`config.mk`:
```
export PLATFORM = sky130hd
export DESIGN_NAME = integer_stack_calculator_flat
export DESIGN_NICKNAME = d
export VERILOG_FILES = /design/src/sv/isc_pkg.sv /design/src/sv/isc_stream_if.sv /design/src/sv/integer_stack_calculator.sv /design/src/sv/isc_stack_mem.sv /design/src/sv/isc_out_buf.sv /design/src/flat_wrapper.sv
export SDC_FILE = /design/constraint.sdc
export NUM_CORES = 2
export LEC_CHECK = 0
export BUFFER_PORTS_ARGS = -buffer_cell sky130_fd_sc_hd__buf_2
export CAP_MARGIN = 20
export CORE_MARGIN = 2
export CORE_UTILIZATION = 30
export DETAILED_ROUTE_END_ITERATION = 6
export PLACE_DENSITY = 0.53
export SETUP_SLACK_MARGIN = 0.2
export SYNTH_ARGS = -nofsm -noshare
export SYNTH_HDL_FRONTEND = slang
export SYNTH_SLANG_ARGS = --single-unit
```
`constraint.sdc`:
```
create_clock -name clk -period 12.9 [get_ports clk]
set_input_delay 0.645 -clock clk [delete_from_list [all_inputs] [get_ports clk]]
set_output_delay 0.645 -clock clk [all_outputs]
set_load 0.03 [all_outputs]
```
`src/sv/isc_pkg.sv`:
```
// Package for the integer stack calculator: instruction codes, status codes
// and the result record shared by the buffer and the top level.
// No dependencies.
package isc_pkg;

	localparam int unsigned WORD_W   = 32;
	localparam int unsigned ACTION_W = 3;
	localparam int unsigned DEPTH_W  = 7;
	localparam int unsigned STATUS_W = 2;

	localparam logic [ACTION_W-1:0] ACT_PUSH   = 3'd0;
	localparam logic [ACTION_W-1:0] ACT_ADD    = 3'd1;
	localparam logic [ACTION_W-1:0] ACT_SUB    = 3'd2;
	localparam logic [ACTION_W-1:0] ACT_MUL    = 3'd3;
	localparam logic [ACTION_W-1:0] ACT_FINISH = 3'd4;

	localparam logic [STATUS_W-1:0] ST_OK    = 2'd0;
	localparam logic [STATUS_W-1:0] ST_UNDER = 2'd1;
	localparam logic [STATUS_W-1:0] ST_OVER  = 2'd2;

	typedef struct packed {
		logic signed [WORD_W-1:0] top_value;
		logic [DEPTH_W-1:0]       stack_depth;
		logic [STATUS_W-1:0]      status;
		logic                     program_done;
	} res_t;

endpackage

```
`src/sv/isc_stream_if.sv`:
```
// Valid/ready channel interfaces for instructions and results.
// Depends on isc_pkg for field widths.
interface isc_cmd_if;
	import isc_pkg::*;
	logic                       valid;
	logic                       ready;
	logic [ACTION_W-1:0]        action;
	logic signed [WORD_W-1:0]   operand_value;

	modport source (output valid, output action, output operand_value, input ready);
	modport sink (input valid, input action, input operand_value, output ready);
endinterface

interface isc_res_if;
	import isc_pkg::*;
	logic                       valid;
	logic                       ready;
	logic signed [WORD_W-1:0]   top_value;
	logic [DEPTH_W-1:0]         stack_depth;
	logic [STATUS_W-1:0]        status;
	logic                       program_done;

	modport source (output valid, output top_value, output stack_depth, output status,
		output program_done, input ready);
	modport sink (input valid, input top_value, input stack_depth, input status,
		input program_done, output ready);
endinterface

```
`src/sv/integer_stack_calculator.sv`:
```
// Integer stack calculator: push, add, subtract, multiply and finish.
// Each result is registered in the two-entry result buffer before it is offered.
// Throughput: one instruction per cycle unless the result buffer is full.
// Top two entries sit in registers; the next is prefetched from memory every cycle.
// Reset empties the stack and the result buffer; memory contents are not cleared.
// Depends on isc_pkg, isc_stream_if, isc_stack_mem and isc_out_buf.
module integer_stack_calculator #(
	parameter int unsigned STACK_DEPTH = 64
) (
	input logic       clk,
	input logic       arst_n,
	isc_cmd_if.sink   cmd,
	isc_res_if.source res
);
	import isc_pkg::*;

	localparam int unsigned AW  = (STACK_DEPTH > 2) ? $clog2(STACK_DEPTH) : 1;
	localparam int unsigned SPW = $clog2(STACK_DEPTH + 1);

	logic [WORD_W-1:0] top_q, sec_q, top_d, sec_d;
	logic [SPW-1:0]    sp_q, sp_d;
	logic [WORD_W-1:0] below;
	logic [WORD_W-1:0] alu;
	logic [WORD_W-1:0] prod;
	logic [WORD_W-1:0] report;
	logic [STATUS_W-1:0] status;
	logic              done;
	logic              we;
	logic [AW-1:0]     waddr, raddr;
	logic              fire;
	logic              buf_ready;
	logic              sp_ge2, sp_full;
	res_t              res_in, res_out;

	assign cmd.ready = buf_ready;
	assign fire      = cmd.valid && buf_ready;
	assign sp_ge2    = (sp_q >= SPW'(2));
	assign sp_full   = (sp_q >= SPW'(STACK_DEPTH));
	assign prod      = sec_q * top_q;

	always_comb begin
		unique case (cmd.action)
			ACT_ADD: alu = sec_q + top_q;
			ACT_SUB: alu = sec_q - top_q;
			default: alu = prod;
		endcase
	end

	// Entries at index sp-2 and up are cached in sec_q and top_q; the memory
	// holds the rest, and the entry at index sp-3 is read ahead every cycle.
	always_comb begin
		top_d  = top_q;
		sec_d  = sec_q;
		sp_d   = sp_q;
		we     = 1'b0;
		status = ST_OK;
		done   = 1'b0;
		if (fire) begin
			unique case (cmd.action)
				ACT_PUSH: begin
					if (sp_full) begin
						status = ST_OVER;
					end else begin
						top_d = cmd.operand_value;
						sec_d = top_q;
						sp_d  = sp_q + SPW'(1);
						we    = sp_ge2;
					end
				end
				ACT_ADD, ACT_SUB, ACT_MUL: begin
					if (!sp_ge2) begin
						status = ST_UNDER;
					end else begin
						top_d = alu;
						sec_d = below;
						sp_d  = sp_q - SPW'(1);
					end
				end
				ACT_FINISH: begin
					done = 1'b1;
					sp_d = '0;
					if (sp_q == '0) begin
						status = ST_UNDER;
					end
				end
				default: begin
				end
			endcase
		end
	end

	always_comb begin
		if (done) begin
			report = (sp_q == '0) ? '0 : top_q;
		end else begin
			report = (sp_d == '0) ? '0 : top_d;
		end
	end

	assign waddr = AW'(sp_q - SPW'(2));
	assign raddr = AW'(sp_d - SPW'(3));

	assign res_in.top_value    = report;
	assign res_in.stack_depth  = DEPTH_W'(sp_d);
	assign res_in.status       = status;
	assign res_in.program_done = done;

	always_ff @(posedge clk or negedge arst_n) begin
		if (!arst_n) begin
			sp_q <= '0;
		end else begin
			sp_q <= sp_d;
		end
	end

	always_ff @(posedge clk) begin
		top_q <= top_d;
		sec_q <= sec_d;
	end

	isc_stack_mem #(
		.DEPTH (STACK_DEPTH),
		.AW    (AW)
	) u_mem (
		.clk    (clk),
		.arst_n (arst_n),
		.we     (we),
		.waddr  (waddr),
		.wdata  (sec_q),
		.raddr  (raddr),
		.rdata  (below)
	);

	isc_out_buf u_buf (
		.clk       (clk),
		.arst_n    (arst_n),
		.in_valid  (fire),
		.in_ready  (buf_ready),
		.in_data   (res_in),
		.out_valid (res.valid),
		.out_ready (res.ready),
		.out_data  (res_out)
	);

	assign res.top_value    = res_out.top_value;
	assign res.stack_depth  = res_out.stack_depth;
	assign res.status       = res_out.status;
	assign res.program_done = res_out.program_done;

	a_sp_bound: assert property (@(posedge clk) disable iff (!arst_n)
		sp_q <= SPW'(STACK_DEPTH))
		else $error("stack pointer beyond stack depth");

	a_result_offered: assert property (@(posedge clk) disable iff (!arst_n)
		fire |=> res.valid)
		else $error("accepted instruction left no result");

	a_finish_clears: assert property (@(posedge clk) disable iff (!arst_n)
		fire && (cmd.action == ACT_FINISH) |=> (sp_q == '0))
		else $error("finish did not empty the stack");

	a_binop_pops: assert property (@(posedge clk) disable iff (!arst_n)
		fire && sp_ge2 && (cmd.action == ACT_ADD || cmd.action == ACT_SUB ||
		cmd.action == ACT_MUL) |=> (sp_q == $past(sp_q) - SPW'(1)))
		else $error("arithmetic did not pop one entry");

endmodule

```
`src/sv/isc_stack_mem.sv`:
```
// Stack storage below the two cached top entries: one write port, one
// registered read port, with write-to-read forwarding. Depends on isc_pkg.
module isc_stack_mem #(
	parameter int unsigned DEPTH = 64,
	parameter int unsigned AW    = 6
) (
	input  logic                       clk,
	input  logic                       arst_n,
	input  logic                       we,
	input  logic [AW-1:0]              waddr,
	input  logic [isc_pkg::WORD_W-1:0] wdata,
	input  logic [AW-1:0]              raddr,
	output logic [isc_pkg::WORD_W-1:0] rdata
);
	import isc_pkg::*;

	logic [WORD_W-1:0] mem [DEPTH];
	logic [WORD_W-1:0] rd_q;
	logic [WORD_W-1:0] wd_q;
	logic              fwd_q;

	always_ff @(posedge clk) begin
		if (we) begin
			mem[waddr] <= wdata;
		end
		rd_q <= mem[raddr];
		wd_q <= wdata;
	end

	// A read of the entry being written in the same cycle must see the new word.
	always_ff @(posedge clk or negedge arst_n) begin
		if (!arst_n) begin
			fwd_q <= 1'b0;
		end else begin
			fwd_q <= we && (waddr == raddr);
		end
	end

	assign rdata = fwd_q ? wd_q : rd_q;

endmodule

```
`src/sv/isc_out_buf.sv`:
```
// Two-entry result buffer between the execute logic and the result channel.
// Depends on isc_pkg for res_t.
module isc_out_buf (
	input  logic          clk,
	input  logic          arst_n,
	input  logic          in_valid,
	output logic          in_ready,
	input  isc_pkg::res_t in_data,
	output logic          out_valid,
	input  logic          out_ready,
	output isc_pkg::res_t out_data
);
	import isc_pkg::*;

	res_t       head_q;
	res_t       tail_q;
	logic [1:0] cnt_q;
	logic       push;
	logic       pop;

	assign in_ready  = (cnt_q != 2'd2);
	assign out_valid = (cnt_q != 2'd0);
	assign out_data  = head_q;
	assign push      = in_valid && in_ready;
	assign pop       = out_valid && out_ready;

	always_ff @(posedge clk or negedge arst_n) begin
		if (!arst_n) begin
			cnt_q <= 2'd0;
		end else begin
			priority if (push && !pop) begin
				cnt_q <= cnt_q + 2'd1;
			end else if (pop && !push) begin
				cnt_q <= cnt_q - 2'd1;
			end else begin
				cnt_q <= cnt_q;
			end
		end
	end

	always_ff @(posedge clk) begin
		priority if (cnt_q == 2'd2) begin
			if (pop) begin
				head_q <= tail_q;
			end
		end else if (cnt_q == 2'd1) begin
			if (push && pop) begin
				head_q <= in_data;
			end else if (push) begin
				tail_q <= in_data;
			end
		end else begin
			if (push) begin
				head_q <= in_data;
			end
		end
	end

endmodule
```
`src/flat_wrapper.sv`:
```
// flat-port wrapper written by rule: the top's interface ports become plain ports
module integer_stack_calculator_flat import isc_pkg::*;
#(
	parameter int unsigned STACK_DEPTH = 64
)
  (clk, arst_n, cmd_valid, cmd_action, cmd_operand_value, cmd_ready, res_valid, res_top_value, res_stack_depth, res_status, res_program_done, res_ready);
  isc_cmd_if cmd_i ();
  isc_res_if res_i ();
  input logic clk;
  input logic arst_n;
  input wire logic [$bits(cmd_i.valid)-1:0] cmd_valid;
  input wire logic [$bits(cmd_i.action)-1:0] cmd_action;
  input wire logic [$bits(cmd_i.operand_value)-1:0] cmd_operand_value;
  output wire logic [$bits(cmd_i.ready)-1:0] cmd_ready;
  output wire logic [$bits(res_i.valid)-1:0] res_valid;
  output wire logic [$bits(res_i.top_value)-1:0] res_top_value;
  output wire logic [$bits(res_i.stack_depth)-1:0] res_stack_depth;
  output wire logic [$bits(res_i.status)-1:0] res_status;
  output wire logic [$bits(res_i.program_done)-1:0] res_program_done;
  input wire logic [$bits(res_i.ready)-1:0] res_ready;
  assign cmd_i.valid = cmd_valid;
  assign cmd_i.action = cmd_action;
  assign cmd_i.operand_value = cmd_operand_value;
  assign cmd_ready = cmd_i.ready;
  assign res_valid = res_i.valid;
  assign res_top_value = res_i.top_value;
  assign res_stack_depth = res_i.stack_depth;
  assign res_status = res_i.status;
  assign res_program_done = res_i.program_done;
  assign res_i.ready = res_ready;
  integer_stack_calculator #(.STACK_DEPTH(STACK_DEPTH)) u_core (.clk(clk), .arst_n(arst_n), .cmd(cmd_i), .res(res_i));
endmodule
```
==> results.toml <==
[clock_network]
clk_latency_ns = 0.92
cts_tree = "yes"
cts_buffers = 233
clk_pin_slew_ns = 0.06
cts.htree.levels = 4
cts_buffer_depth = 3
cts.sinks = 2270
cts_root_buf = "clkbuf_16"

[route]
wl_um = 323000
remaining_drc_errors = 0
drtIter0Drc = 7368
viasPerCell = 5.10
postRouteAntennaNets = 0
detail_route.wl_per_cell_um = 25.9
drt_first_pass_iters = 5
vias = 63612

[synthesis]
synthFlopType = "edfxtp_1"
syn_area_sq_mm = 0.107
ys_warn_count = 0
synth-seq-cells = 2270
synthesis.nets = 8067
synth_top_area_share = 0.610
synth.largest_area_cell = "edfxtp_1"
synth.avg_cell_area_sq_um = 14.3
synth_edf_count = 2164
syn-instance-count = 7447
yosys-top-cells-area = "edfxtp_1, fa_1, mux4_2"
async_flop_share = 0.00441
synth_cell_types = 90
ys_seq_area_frac = 0.630

[layout]
fin_area_sq_mm = 0.121
drive_above_1_share = 0.138
layout.nets = 8156
area_growth_pct = 13.9

[setup_path]
rrSetupSlack_ns = 3.79
startpoint_type = "flop"
r2r-start = "u_core.sec_q[12]$_DFFE_PP_"
required_ns = 13.65
rr_endpoint = "u_core.u_buf.out_data[41]$_DFFE_PP_"
cp-startpoint = "u_core.sec_q[12]$_DFFE_PP_"
rr_worst_depth = 23
worst-setup-path-type = "flop to flop"
cp-endpoint = "u_core.u_buf.out_data[41]$_DFFE_PP_"
path_max_fanout = 53
worst_setup_path_end_kind = "flop"
arrival_ns = 9.85

[global_routing]
grt_pass1_vias = 64045
grt.total_usage = 0.177
grt_pass1_wl_um = 464000
grt_max_degree = 123
globalRouteOverflowTotal = 0
antenna_found_initial = 19

[timing]
fmax_mhz = 110
skew_ns = 0.0932
setup_viol = 0
setup_tns_ns = 0
fin_crit_ns = 9.11
timing.final.crit_share = 0.706
rsz0062_at_grt = "no"
slew_headroom = 0.197
slew_violations = 0
tightest_slew_ns = 1.20
finalHoldViolations = 0

[floorplan]
die_y_um = 600
ios = 83
start_util = 0.302
rows = 218
dieArea_sq_mm = 0.360
core_sq_mm = 0.353
dieWidth_um = 600

[hold_path]
worstHoldPathType = "input pin to flop"
whs_path_depth = 3

[placed_design]
placed_cell_area_sq_mm = 0.113
dp_hpwl_um = 178000
numPortBuffers = 82
gp_congestion = 0.874

[run_status]
status = "completed"

[run]
cap_violations = 0
==> cells in the mapped netlist (22+ instances only) <==
master,number
a21o_1,36
a21oi_1,72
a22o_1,26
a31oi_1,22
and2_1,317
buf_1,34
buf_2,132
clkbuf_1,249
dfxtp_1,96
edfxtp_1,2164
fa_1,409
ha_1,172
inv_1,412
mux2_2,29
mux2i_1,197
mux4_2,319
nand2_1,1395
nand3_1,532
nand4_1,130
nor2_1,144
o21ai_0,120
xnor2_1,93
xor2_1,52
==> flip-flops by register name, indices dropped and copies added, names as in the netlist <==
name	flops
u_core.sec_q	32
u_core.sp_q	7
u_core.top_q	32
u_core.u_buf.cnt_q	2
u_core.u_buf.out_data	42
u_core.u_buf.tail_q	42
u_core.u_mem.fwd_q	1
u_core.u_mem.mem	2048
u_core.u_mem.rd_q	32
u_core.u_mem.wd_q	32
==> layer usage <==
metal | track usage | part of all wire | vias to the layer above
met4 | 0.0525 | 0.029 | 4
met5 | 0 | 0.000077 | -
met2 | 0.288 | 0.47 | 2469
li1 | - | - | 27125
met3 | 0.0263 | 0.070 | 441
met1 | 0.246 | 0.43 | 33573
==> layout by cell type (no fill, tap or decap), drive strengths merged, types with 121 or more instances in the layout <==
master,synthesis,layout
fa,409,409
nand4,130,130
mux2i,197,197
nand3,533,533
inv,416,419
clkbuf,249,295
mux4,319,319
edfxtp,2164,2164
buf,181,276
o21ai,121,121
nand2,1395,1395
ha,172,172
nor2,145,145
and2,317,317
==> kinds of logic after synthesis <==
group                      Yosys count  share of synthesized area
and+or+nand+nor                   2627                      0.112
DFF                               2270                      0.630
buffers and inverters              847                     0.0322
adders and majority gates          581                     0.0970
muxes                              546                     0.0891
AOI/OAI and AO/OA                  428                     0.0269
xor gates and xnor gates           148                     0.0124
==> worst max-delay path, stage by stage (launching register included) <==
cell,delay [ns]
edfxtp_1,1.01
buf_4,0.76
and2_1,0.26
fa_1,0.43
inv_1,0.08
fa_1,0.44
fa_1,0.58
fa_1,0.45
fa_1,0.55
inv_1,0.05
fa_1,0.45
fa_1,0.51
fa_1,0.44
ha_1,0.36
and2_1,0.20
a221o_1,0.33
a21oi_1,0.19
o221ai_1,0.16
a21oi_1,0.41
a21oi_1,0.16
o31a_1,0.30
o21ai_0,0.20
or3b_1,0.41
a2bb2oi_1,0.17
==> worst min path at each step <==
stage | start | end | slack [ns]
finish | cmd_operand_value[7] | u_core.top_q[7]$_DFF_P_ | 0.08
global route | cmd_operand_value[7] | u_core.top_q[7]$_DFF_P_ | 0.05
CTS | cmd_operand_value[7] | u_core.top_q[7]$_DFF_P_ | 0.001
detailed placement | u_core.top_q[9]$_DFF_P_ | u_core.top_q[9]$_DFF_P_ | 0.50
global placement | u_core.u_buf.cnt_q[1]$_DFFE_PN0P_ | u_core.u_buf.cnt_q[1]$_DFFE_PN0P_ | 0.50
floorplan | arst_n | u_core.sp_q[0]$_DFF_PN0_ | 0.35
==> final cells by class <==
type                            instances  area [sq um]
Tap cell                             4730          5920
Clock inverter                        152          1790
Clock buffer                          295          6170
Antenna cell                            3          7.51
Sequential cell                      2270         67200
Fill cell                           33915        232000
Timing Repair Buffer                  284          2190
Multi-Input combinational cell       4330         36600
Inverter                              417          1580
==> per-stage QoR <==
stage	hold slack (ns)	util	worst slack, ns	cells
after detailed placement	0.504	0.321	3.86	12018
after floorplan	0.349	-	4.73	7447
final	0.0795	0.344	3.79	12481
after global routing	0.0509	0.344	3.30	12478
after CTS	0.00144	0.343	3.83	12473
after global placement	0.496	0.320	3.85	12015
==> repair_timing <==
item                                   CTS  global route
setup buffers                            0             0
gates resized for setup                  0             0
endpoints found under the hold margin   17             0
hold buffers                             8             0
Power is left out: the tool's default activity adds up to more than one toggle a clock period on the data nets, which glitch-free logic cannot reach.
